<file path="src/hw/rtl/mandelbrot_escape_time_assert.svh">
// ----------------------------------------------------------------------------
// mandelbrot escape time assertion macros
// shared property forms, clocked on clk and disabled while rst_n is low
// ----------------------------------------------------------------------------
`ifndef MANDELBROT_ESCAPE_TIME_ASSERT_SVH
`define MANDELBROT_ESCAPE_TIME_ASSERT_SVH

// same-cycle implication
`define MBE_ASSERT_SAME(lbl, ante, cons, msg) \
  lbl: assert property (@(posedge clk) disable iff (!rst_n) (ante) |-> (cons)) \
    else $error(msg);

// next-cycle implication
`define MBE_ASSERT_NEXT(lbl, ante, cons, msg) \
  lbl: assert property (@(posedge clk) disable iff (!rst_n) (ante) |=> (cons)) \
    else $error(msg);

`endif

</file>
<file path="src/hw/rtl/mbe_pkg.sv">
// ----------------------------------------------------------------------------
// mbe_pkg
// types, register codes and format constants of the escape time block
// ----------------------------------------------------------------------------
`timescale 1ns / 1ps
`default_nettype none

package mbe_pkg;

  localparam int Z_W            = 32;
  localparam int PROD_W         = 2 * Z_W;
  localparam int FRAC_BITS      = 28;
  localparam int CNT_OUT_W      = 13;
  localparam int RAD_W          = 36;
  localparam int CFG_IDX_W      = 2;
  localparam int ITER_BOUND_DEF = 5000;

  localparam logic [CNT_OUT_W-1:0] MAX_ITER_RST = CNT_OUT_W'(5000);
  localparam logic [RAD_W-1:0]     RADIUS_RST   = '1;

  localparam logic [CFG_IDX_W-1:0] CFG_MAX_ITER = CFG_IDX_W'(0);
  localparam logic [CFG_IDX_W-1:0] CFG_RADIUS   = CFG_IDX_W'(1);

  typedef struct packed {
    logic signed [Z_W-1:0] c_re;
    logic signed [Z_W-1:0] c_im;
  } in_t;

  typedef struct packed {
    logic [CNT_OUT_W-1:0] escape_count;
    logic                 in_set;
  } out_t;

  typedef enum logic [1:0] {
    OP_RE_RE = 2'd0,
    OP_IM_IM = 2'd1,
    OP_RE_IM = 2'd2
  } op_sel_t;

  typedef enum logic [4:0] {
    S_IDLE   = 5'b00001,
    S_SQ_RE  = 5'b00010,
    S_SQ_IM  = 5'b00100,
    S_CROSS  = 5'b01000,
    S_UPDATE = 5'b10000
  } state_t;

  typedef struct packed {
    logic    load;
    op_sel_t op_sel;
    logic    cap_rr;
    logic    cap_diff;
    logic    update;
  } ctrl_t;

  typedef struct packed {
    logic esc;
    logic ovf;
  } status_t;

endpackage

`default_nettype wire

</file>
<file path="src/hw/rtl/mbe_mul.sv">
// ----------------------------------------------------------------------------
// mbe_mul
// shared signed 32x32 multiplier with operand select and registered product
// ----------------------------------------------------------------------------
`timescale 1ns / 1ps
`default_nettype none

module mbe_mul
  import mbe_pkg::*;
(
  input  wire logic                     clk,
  input  wire logic signed [Z_W-1:0]    zre,
  input  wire logic signed [Z_W-1:0]    zim,
  input  wire op_sel_t                  op_sel,
  output logic signed [PROD_W-1:0]      prod_r
);

  logic signed [Z_W-1:0] opa;
  logic signed [Z_W-1:0] opb;

  always_comb begin
    case (op_sel)
      OP_RE_RE: begin
        opa = zre;
        opb = zre;
      end
      OP_IM_IM: begin
        opa = zim;
        opb = zim;
      end
      OP_RE_IM: begin
        opa = zre;
        opb = zim;
      end
      default: begin
        opa = zre;
        opb = zim;
      end
    endcase
  end

  always_ff @(posedge clk) begin
    prod_r <= opa * opb;
  end

endmodule

`default_nettype wire

</file>
<file path="src/hw/rtl/mbe_dp.sv">
// ----------------------------------------------------------------------------
// mbe_dp
// z registers, square/difference holding, modulus and format overflow checks
// ----------------------------------------------------------------------------
`timescale 1ns / 1ps
`default_nettype none

module mbe_dp
  import mbe_pkg::*;
(
  input  wire logic             clk,
  input  wire in_t              in_data,
  input  wire ctrl_t            ctl,
  input  wire logic [RAD_W-1:0] radius_sq,
  output status_t               st
);

  logic signed [Z_W-1:0]    cre_r;
  logic signed [Z_W-1:0]    cim_r;
  logic signed [Z_W-1:0]    zre_r;
  logic signed [Z_W-1:0]    zim_r;
  logic signed [PROD_W-1:0] rr_r;
  logic signed [PROD_W-1:0] diff_r;
  logic signed [PROD_W-1:0] prod_r;
  logic [PROD_W-1:0]        mod_sum;
  logic [PROD_W-1:0]        mod_sq;
  logic signed [PROD_W-1:0] nre;
  logic signed [PROD_W-1:0] nim;
  logic                     nre_ok;
  logic                     nim_ok;

  mbe_mul u_mul (
    .clk    (clk),
    .zre    (zre_r),
    .zim    (zim_r),
    .op_sel (ctl.op_sel),
    .prod_r (prod_r)
  );

  // squares are non-negative, so the unsigned sum cannot wrap
  assign mod_sum = PROD_W'(unsigned'(rr_r)) + PROD_W'(unsigned'(prod_r));
  assign mod_sq  = mod_sum >> FRAC_BITS;
  assign st.esc  = mod_sq > {{(PROD_W-RAD_W){1'b0}}, radius_sq};

  assign nre    = (diff_r >>> FRAC_BITS) + PROD_W'(cre_r);
  assign nim    = (prod_r >>> (FRAC_BITS - 1)) + PROD_W'(cim_r);
  assign nre_ok = (&nre[PROD_W-1:Z_W-1]) | ~(|nre[PROD_W-1:Z_W-1]);
  assign nim_ok = (&nim[PROD_W-1:Z_W-1]) | ~(|nim[PROD_W-1:Z_W-1]);
  assign st.ovf = ~(nre_ok & nim_ok);

  always_ff @(posedge clk) begin
    if (ctl.load) begin
      cre_r <= in_data.c_re;
      cim_r <= in_data.c_im;
      zre_r <= in_data.c_re;
      zim_r <= in_data.c_im;
    end else if (ctl.update) begin
      zre_r <= signed'(nre[Z_W-1:0]);
      zim_r <= signed'(nim[Z_W-1:0]);
    end
    if (ctl.cap_rr) begin
      rr_r <= prod_r;
    end
    if (ctl.cap_diff) begin
      diff_r <= rr_r - prod_r;
    end
  end

endmodule

`default_nettype wire

</file>
<file path="src/hw/rtl/mbe_ctrl.sv">
// ----------------------------------------------------------------------------
// mbe_ctrl
// iteration sequencer: multiplier schedule, iteration count, result register
// ----------------------------------------------------------------------------
`timescale 1ns / 1ps
`default_nettype none

module mbe_ctrl
  import mbe_pkg::*;
#(
  parameter int ITER_BOUND = ITER_BOUND_DEF
) (
  input  wire logic                 clk,
  input  wire logic                 rst_n,
  input  wire logic                 start,
  input  wire logic [CNT_OUT_W-1:0] max_iter,
  input  wire status_t              st,
  output ctrl_t                     ctl,
  output logic                      busy,
  output logic                      out_valid,
  output out_t                      out_data
);

  localparam int BND_W = $clog2(ITER_BOUND + 1);
  localparam int LIM_W = (BND_W > CNT_OUT_W) ? BND_W : CNT_OUT_W;
  localparam logic [LIM_W-1:0] BOUND = LIM_W'(ITER_BOUND);

  state_t           state_r, state_nxt;
  logic [LIM_W-1:0] cnt_r, cnt_nxt;
  logic [LIM_W-1:0] lim_r, lim_nxt;
  logic             out_valid_r, out_valid_nxt;
  out_t             out_data_r, out_data_nxt;
  logic [LIM_W-1:0] cnt_inc;
  logic [LIM_W-1:0] max_iter_ext;

  assign cnt_inc      = cnt_r + LIM_W'(1);
  assign max_iter_ext = LIM_W'(max_iter);

  always_comb begin
    state_nxt     = state_r;
    cnt_nxt       = cnt_r;
    lim_nxt       = lim_r;
    out_valid_nxt = 1'b0;
    out_data_nxt  = out_data_r;
    ctl           = '0;
    ctl.op_sel    = OP_RE_RE;
    case (state_r)
      S_IDLE: begin
        if (start) begin
          ctl.load  = 1'b1;
          cnt_nxt   = '0;
          lim_nxt   = (max_iter_ext > BOUND) ? BOUND : max_iter_ext;
          state_nxt = S_SQ_RE;
        end
      end
      S_SQ_RE: begin
        ctl.op_sel = OP_RE_RE;
        state_nxt  = S_SQ_IM;
      end
      S_SQ_IM: begin
        ctl.op_sel = OP_IM_IM;
        ctl.cap_rr = 1'b1;
        state_nxt  = S_CROSS;
      end
      S_CROSS: begin
        ctl.op_sel   = OP_RE_IM;
        ctl.cap_diff = 1'b1;
        if ((cnt_r != '0) && st.esc) begin
          out_valid_nxt             = 1'b1;
          out_data_nxt.escape_count = cnt_r[CNT_OUT_W-1:0];
          out_data_nxt.in_set       = 1'b0;
          state_nxt                 = S_IDLE;
        end else if (cnt_inc >= lim_r) begin
          out_valid_nxt             = 1'b1;
          out_data_nxt.escape_count = '0;
          out_data_nxt.in_set       = 1'b1;
          state_nxt                 = S_IDLE;
        end else begin
          state_nxt = S_UPDATE;
        end
      end
      S_UPDATE: begin
        ctl.update = 1'b1;
        cnt_nxt    = cnt_inc;
        if (st.ovf) begin
          out_valid_nxt             = 1'b1;
          out_data_nxt.escape_count = cnt_inc[CNT_OUT_W-1:0];
          out_data_nxt.in_set       = 1'b0;
          state_nxt                 = S_IDLE;
        end else begin
          state_nxt = S_SQ_RE;
        end
      end
      default: begin
        state_nxt = S_IDLE;
      end
    endcase
  end

  always_ff @(posedge clk) begin
    if (!rst_n) begin
      state_r     <= S_IDLE;
      out_valid_r <= 1'b0;
    end else begin
      state_r     <= state_nxt;
      out_valid_r <= out_valid_nxt;
    end
  end

  always_ff @(posedge clk) begin
    cnt_r      <= cnt_nxt;
    lim_r      <= lim_nxt;
    out_data_r <= out_data_nxt;
  end

  assign busy      = (state_r != S_IDLE);
  assign out_valid = out_valid_r;
  assign out_data  = out_data_r;

endmodule

`default_nettype wire

</file>
<file path="src/hw/rtl/mandelbrot_escape_time.sv">
// ----------------------------------------------------------------------------
// mandelbrot_escape_time
// escape-time test of one complex point c, signed Q3.28, z = z*z + c
// ----------------------------------------------------------------------------
// A request is taken when start is high and busy is low; busy then stays high
// until the result strobe. One shared 32x32 multiplier forms re^2, im^2 and
// re*im in turn; each iteration steps through S_SQ_RE, S_SQ_IM, S_CROSS and
// S_UPDATE. A request ends when the point escapes, when an iteration leaves
// the number format, or when the iteration limit is reached. The result is on
// out_data for exactly one cycle with out_valid high and cannot be held off,
// so the receiver must take it then. A new request may be accepted in that
// same cycle. Configuration is written over cfg_* (always ready) and should
// only change while idle.
// ----------------------------------------------------------------------------
`timescale 1ns / 1ps
`default_nettype none

`include "mandelbrot_escape_time_assert.svh"

module mandelbrot_escape_time
  import mbe_pkg::*;
#(
  parameter int ITER_BOUND = ITER_BOUND_DEF
) (
  input  wire logic                 clk,
  input  wire logic                 rst_n,
  input  wire logic                 start,
  output logic                      busy,
  input  wire in_t                  in_data,
  output logic                      out_valid,
  output out_t                      out_data,
  input  wire logic                 cfg_valid,
  output logic                      cfg_ready,
  input  wire logic [CFG_IDX_W-1:0] cfg_index,
  input  wire logic [RAD_W-1:0]     cfg_data
);

  logic [CNT_OUT_W-1:0] max_iter_r;
  logic [RAD_W-1:0]     radius_r;
  ctrl_t                ctl;
  status_t              st;

  assign cfg_ready = 1'b1;

  always_ff @(posedge clk) begin
    if (!rst_n) begin
      max_iter_r <= MAX_ITER_RST;
      radius_r   <= RADIUS_RST;
    end else if (cfg_valid && cfg_ready) begin
      case (cfg_index)
        CFG_MAX_ITER: max_iter_r <= cfg_data[CNT_OUT_W-1:0];
        CFG_RADIUS:   radius_r   <= cfg_data;
        default: begin
        end
      endcase
    end
  end

  mbe_ctrl #(
    .ITER_BOUND (ITER_BOUND)
  ) u_ctrl (
    .clk       (clk),
    .rst_n     (rst_n),
    .start     (start),
    .max_iter  (max_iter_r),
    .st        (st),
    .ctl       (ctl),
    .busy      (busy),
    .out_valid (out_valid),
    .out_data  (out_data)
  );

  mbe_dp u_dp (
    .clk       (clk),
    .in_data   (in_data),
    .ctl       (ctl),
    .radius_sq (radius_r),
    .st        (st)
  );

  `MBE_ASSERT_SAME(a_strobe_idle, out_valid, !busy, "result strobe while busy")
  `MBE_ASSERT_NEXT(a_start_busy, start && !busy, busy, "request did not start")
  `MBE_ASSERT_SAME(a_in_set_zero, out_valid && out_data.in_set,
                   out_data.escape_count == '0, "in_set with nonzero count")
  `MBE_ASSERT_SAME(a_load_idle, ctl.load, !busy && start, "load outside request")

endmodule

`default_nettype wire

</file>
<file path="config.mk">
export PLATFORM = sky130hd
export DESIGN_NAME = mandelbrot_escape_time
export DESIGN_NICKNAME = d
export VERILOG_FILES = /design/src/hw/rtl/mbe_pkg.sv /design/src/hw/rtl/mbe_mul.sv /design/src/hw/rtl/mbe_dp.sv /design/src/hw/rtl/mbe_ctrl.sv /design/src/hw/rtl/mandelbrot_escape_time.sv
export VERILOG_INCLUDE_DIRS = /design/src /design/src/hw/rtl
export SDC_FILE = /design/constraint.sdc
export NUM_CORES = 2
export LEC_CHECK = 0
export ABC_AREA = 1
export BUFFER_PORTS_ARGS = -buffer_cell sky130_fd_sc_hd__buf_2
export CAP_MARGIN = 20
export CORE_ASPECT_RATIO = 0.6
export CORE_UTILIZATION = 45
export CTS_BUF_LIST = sky130_fd_sc_hd__clkbuf_4 sky130_fd_sc_hd__clkbuf_8
export DETAILED_ROUTE_END_ITERATION = 16
export GPL_ROUTABILITY_DRIVEN = 0
export PLACE_DENSITY = 0.59
export SYNTH_ARGS = -nofsm -noshare
export SYNTH_HDL_FRONTEND = slang
export SYNTH_SLANG_ARGS = --single-unit
</file>
<file path="constraint.sdc">
create_clock -name clk -period 19.8 [get_ports clk]
set_clock_uncertainty 0.15 [all_clocks]
set_input_delay 1.98 -clock clk [delete_from_list [all_inputs] [get_ports clk]]
set_output_delay 1.98 -clock clk [all_outputs]
set_load 0.02 [all_outputs]
</file>
==> metrics <==
status finished clean; Max Clk Rate 0.0867 GHz; Ports 123; DP Area 66700 um2; first-pass GRT wire length 355000 um; Die W 489 um; gr usage total 0.343; reg2reg setup slack 8260 ps; Finished Layout Cells 9965; Root Buffer clkbuf_8; post-synthesis sequential area ratio 0.163; Chip Height 294 um; post_cts resized 0; period utilisation layout 0.583; Synth Instances 7975; cts hold-fix bufs 0; data arrival time of the critical path 11940 ps; RSZ-0062 raised after global routing false; First DRT Iteration DRCs 7833; Port Buffers 121; final setup TNS 0 ps; final instance area 68200 um2; largest net degree at the start of global routing 77; fin crit period 11540 ps; synthesized net count 9597; worst path required time 20200 ps; clock buffer depth 3; Final nets 9639; Final WS setup 8260 ps; Skew-Pair Late Insertion Delay 760 ps; Slowest-stage cell, CP fa_1; total number of yosys warnings 0; Async SR Flop Fraction 0; post-DP HPWL 204000 um; H-tree depth 2; max incr delay on CP 950 ps; Crit Path Max Fanout 38; core area 140000 um2; Main synth FF type edfxtp_1; Yosys cell types 57; Synth Area per Inst 8.03 um2; Inst Count DP 9844; total die area 144000 um2; WL final 246000 um; Rows 106; Max Cap Violations 0; Starting Density 0.457; Worst-Margin Slew 1220 ps; most used cell, CP fa_1; Clock Sinks 387; CTS tree done; CP Class reg2reg; normalized max-slew margin 0.183; # DRC 0; Layout area overhead 6.48%; HP Class reg2reg; CP endpoint kind register; layout cells sized above 1 0.0589; Antenna Nets Post-Route 0; Vias/cell 5.62; Post-CTS Setup Inserts 0; Place WS 8550 ps; Post-synth EDFFs 268; final hold vios 0; number of CTS-inserted buffers 57; initial antenna violation count 14; CTS clk-pin slew, worst paths 60 ps; critical path startpoint category register; Syn Std Cell Area 64000 um2; vias in the first global route 52300; Setup-failing EPs final 0; Pre-antenna DRT Iters 12; synthesis-stage register bit count 387; grt ovf 0; DR WL/cell 24.7 um; via count 56000; Slew Viols, Final 0
-- worst max-delay path, delay by kind of cell, from the launching register on --
kind / cells / cell delay [ps]
AOI/OAI and AO/OA: 2 / 1110
xor gates and xnor gates: 1 / 140
adders and majority gates: 9 / 4830
DFF: 1 / 320
buffers and inverters: 11 / 2960
and+or+nand+nor: 12 / 1830
-- layer usage --
metal / global-route usage / share of wire
met4: 0.0631 / 0.024
met5: 0 / 0.0010
met1: 0.531 / 0.44
met3: 0.192 / 0.19
met2: 0.396 / 0.34
-- placed cells by master (no fill, tap or decap), types with 7 or more instances in the layout --
cell / instances
nor2_2: 11
bufinv_16: 7
clkinv_1: 7
diode_2: 10
clkbuf_4: 20
nor4_1: 27
xnor2_1: 44
clkinv_2: 7
a221oi_1: 9
a31o_2: 12
buf_4: 83
nand2_1: 1498
buf_2: 123
inv_2: 28
a21oi_1: 394
a21o_1: 28
or2_2: 43
inv_1: 1829
nor2_1: 1031
dfxtp_1: 119
o21ai_4: 11
nand4_1: 51
a31oi_1: 39
xor2_1: 130
o211ai_1: 55
nor3_1: 52
o21a_1: 22
o21ai_0: 230
o21bai_1: 28
nand3_1: 152
ha_1: 432
edfxtp_1: 268
o21ai_1: 12
fa_1: 1084
a21boi_0: 13
o21ai_2: 33
clkbuf_8: 67
-- path summary, 6_finish.rpt --
| path | cells after the start | to | startpoint |
|---|---|---|---|
| setup / recovery | 35 | u_dp.u_mul.prod_r[61] | u_ctrl.state_r[0] |
| setup reg to reg | 35 | u_dp.u_mul.prod_r[61] | u_ctrl.state_r[0] |
| hold reg to reg | 0 | u_dp.rr_r[4] | u_dp.u_mul.prod_r[4] |
| hold / removal | 0 | u_dp.rr_r[4] | u_dp.u_mul.prod_r[4] |
-- through the flow --
| stage | hold slack [ps] | util |
|---|---|---|
| global placement | 301 | 0.476 |
| CTS | 323 | 0.486 |
| floorplan | 280 | - |
| detailed placement | 309 | 0.476 |
| global route | 342 | 0.486 |
| finish | 316 | 0.486 |
-- sequential cells by signal (all words and copies together), names as in the netlist, 32 cells and up --
| name | count |
|---|---|
| u_dp.zre_r | 32 |
| u_dp.u_mul.prod_r | 64 |
| radius_r | 36 |
| u_dp.diff_r | 36 |
| u_dp.cim_r | 32 |
| u_dp.zim_r | 32 |
| u_dp.cre_r | 32 |
| u_dp.rr_r | 64 |
-- area by class of cell --
cell class | count | area (um2)
inverter | 1864 | 7000
multi-input combinational | 5496 | 45700
clock buffer | 85 | 1060
tap | 1890 | 2360
fill | 13800 | 72000
antenna | 10 | 25.0
sequential | 387 | 10400
clock inverter | 22 | 305
timing repair buffer | 211 | 1320
-- kinds of logic after synthesis --
family | Yosys count | synth area share
simple gates | 2888 | 0.180
buf+inv | 2092 | 0.126
fa+ha+maj | 1516 | 0.423
compound gates | 915 | 0.0836
flops | 387 | 0.163
xor+xnor | 174 | 0.0238
mux | 2 | 0.000313
other cells | 1 | 0.0000586
-- Yosys cell counts (4+ instances only) --
master	n	area [um2]
edfxtp_1	268	8050
or2_2	43	269
inv_2	28	105
ha_1	432	5410
nand2_1	1499	5630
a21oi_1	395	1980
buf_4	8	60.1
a211oi_1	4	30.0
nor2_1	1033	3880
a31oi_1	39	244
o21ai_4	6	97.6
o2111ai_1	4	35.0
fa_1	1084	21700
clkbuf_1	71	267
xnor2_1	44	385
o21a_1	23	173
a21boi_0	13	97.6
nand4_1	51	319
buf_2	138	691
xor2_1	130	1140
nor4_1	27	169
and3_1	5	31.3
o21ai_0	236	1180
a21o_1	28	210
nand3_1	152	761
nor2_2	11	68.8
nand3b_1	4	30.0
clkinv_1	7	26.3
o221ai_1	5	43.8
inv_1	1829	6870
o21ai_2	28	245
o211ai_1	55	413
o21bai_1	28	210
a221oi_1	9	78.8
nor3_1	52	260
buf_1	8	30.0
a31o_2	12	105
o21ai_1	16	80.1
dfxtp_1	119	2380
Power is left out: the tool's default activity adds up to more than one toggle a clock period on the data nets, which glitch-free logic cannot reach.
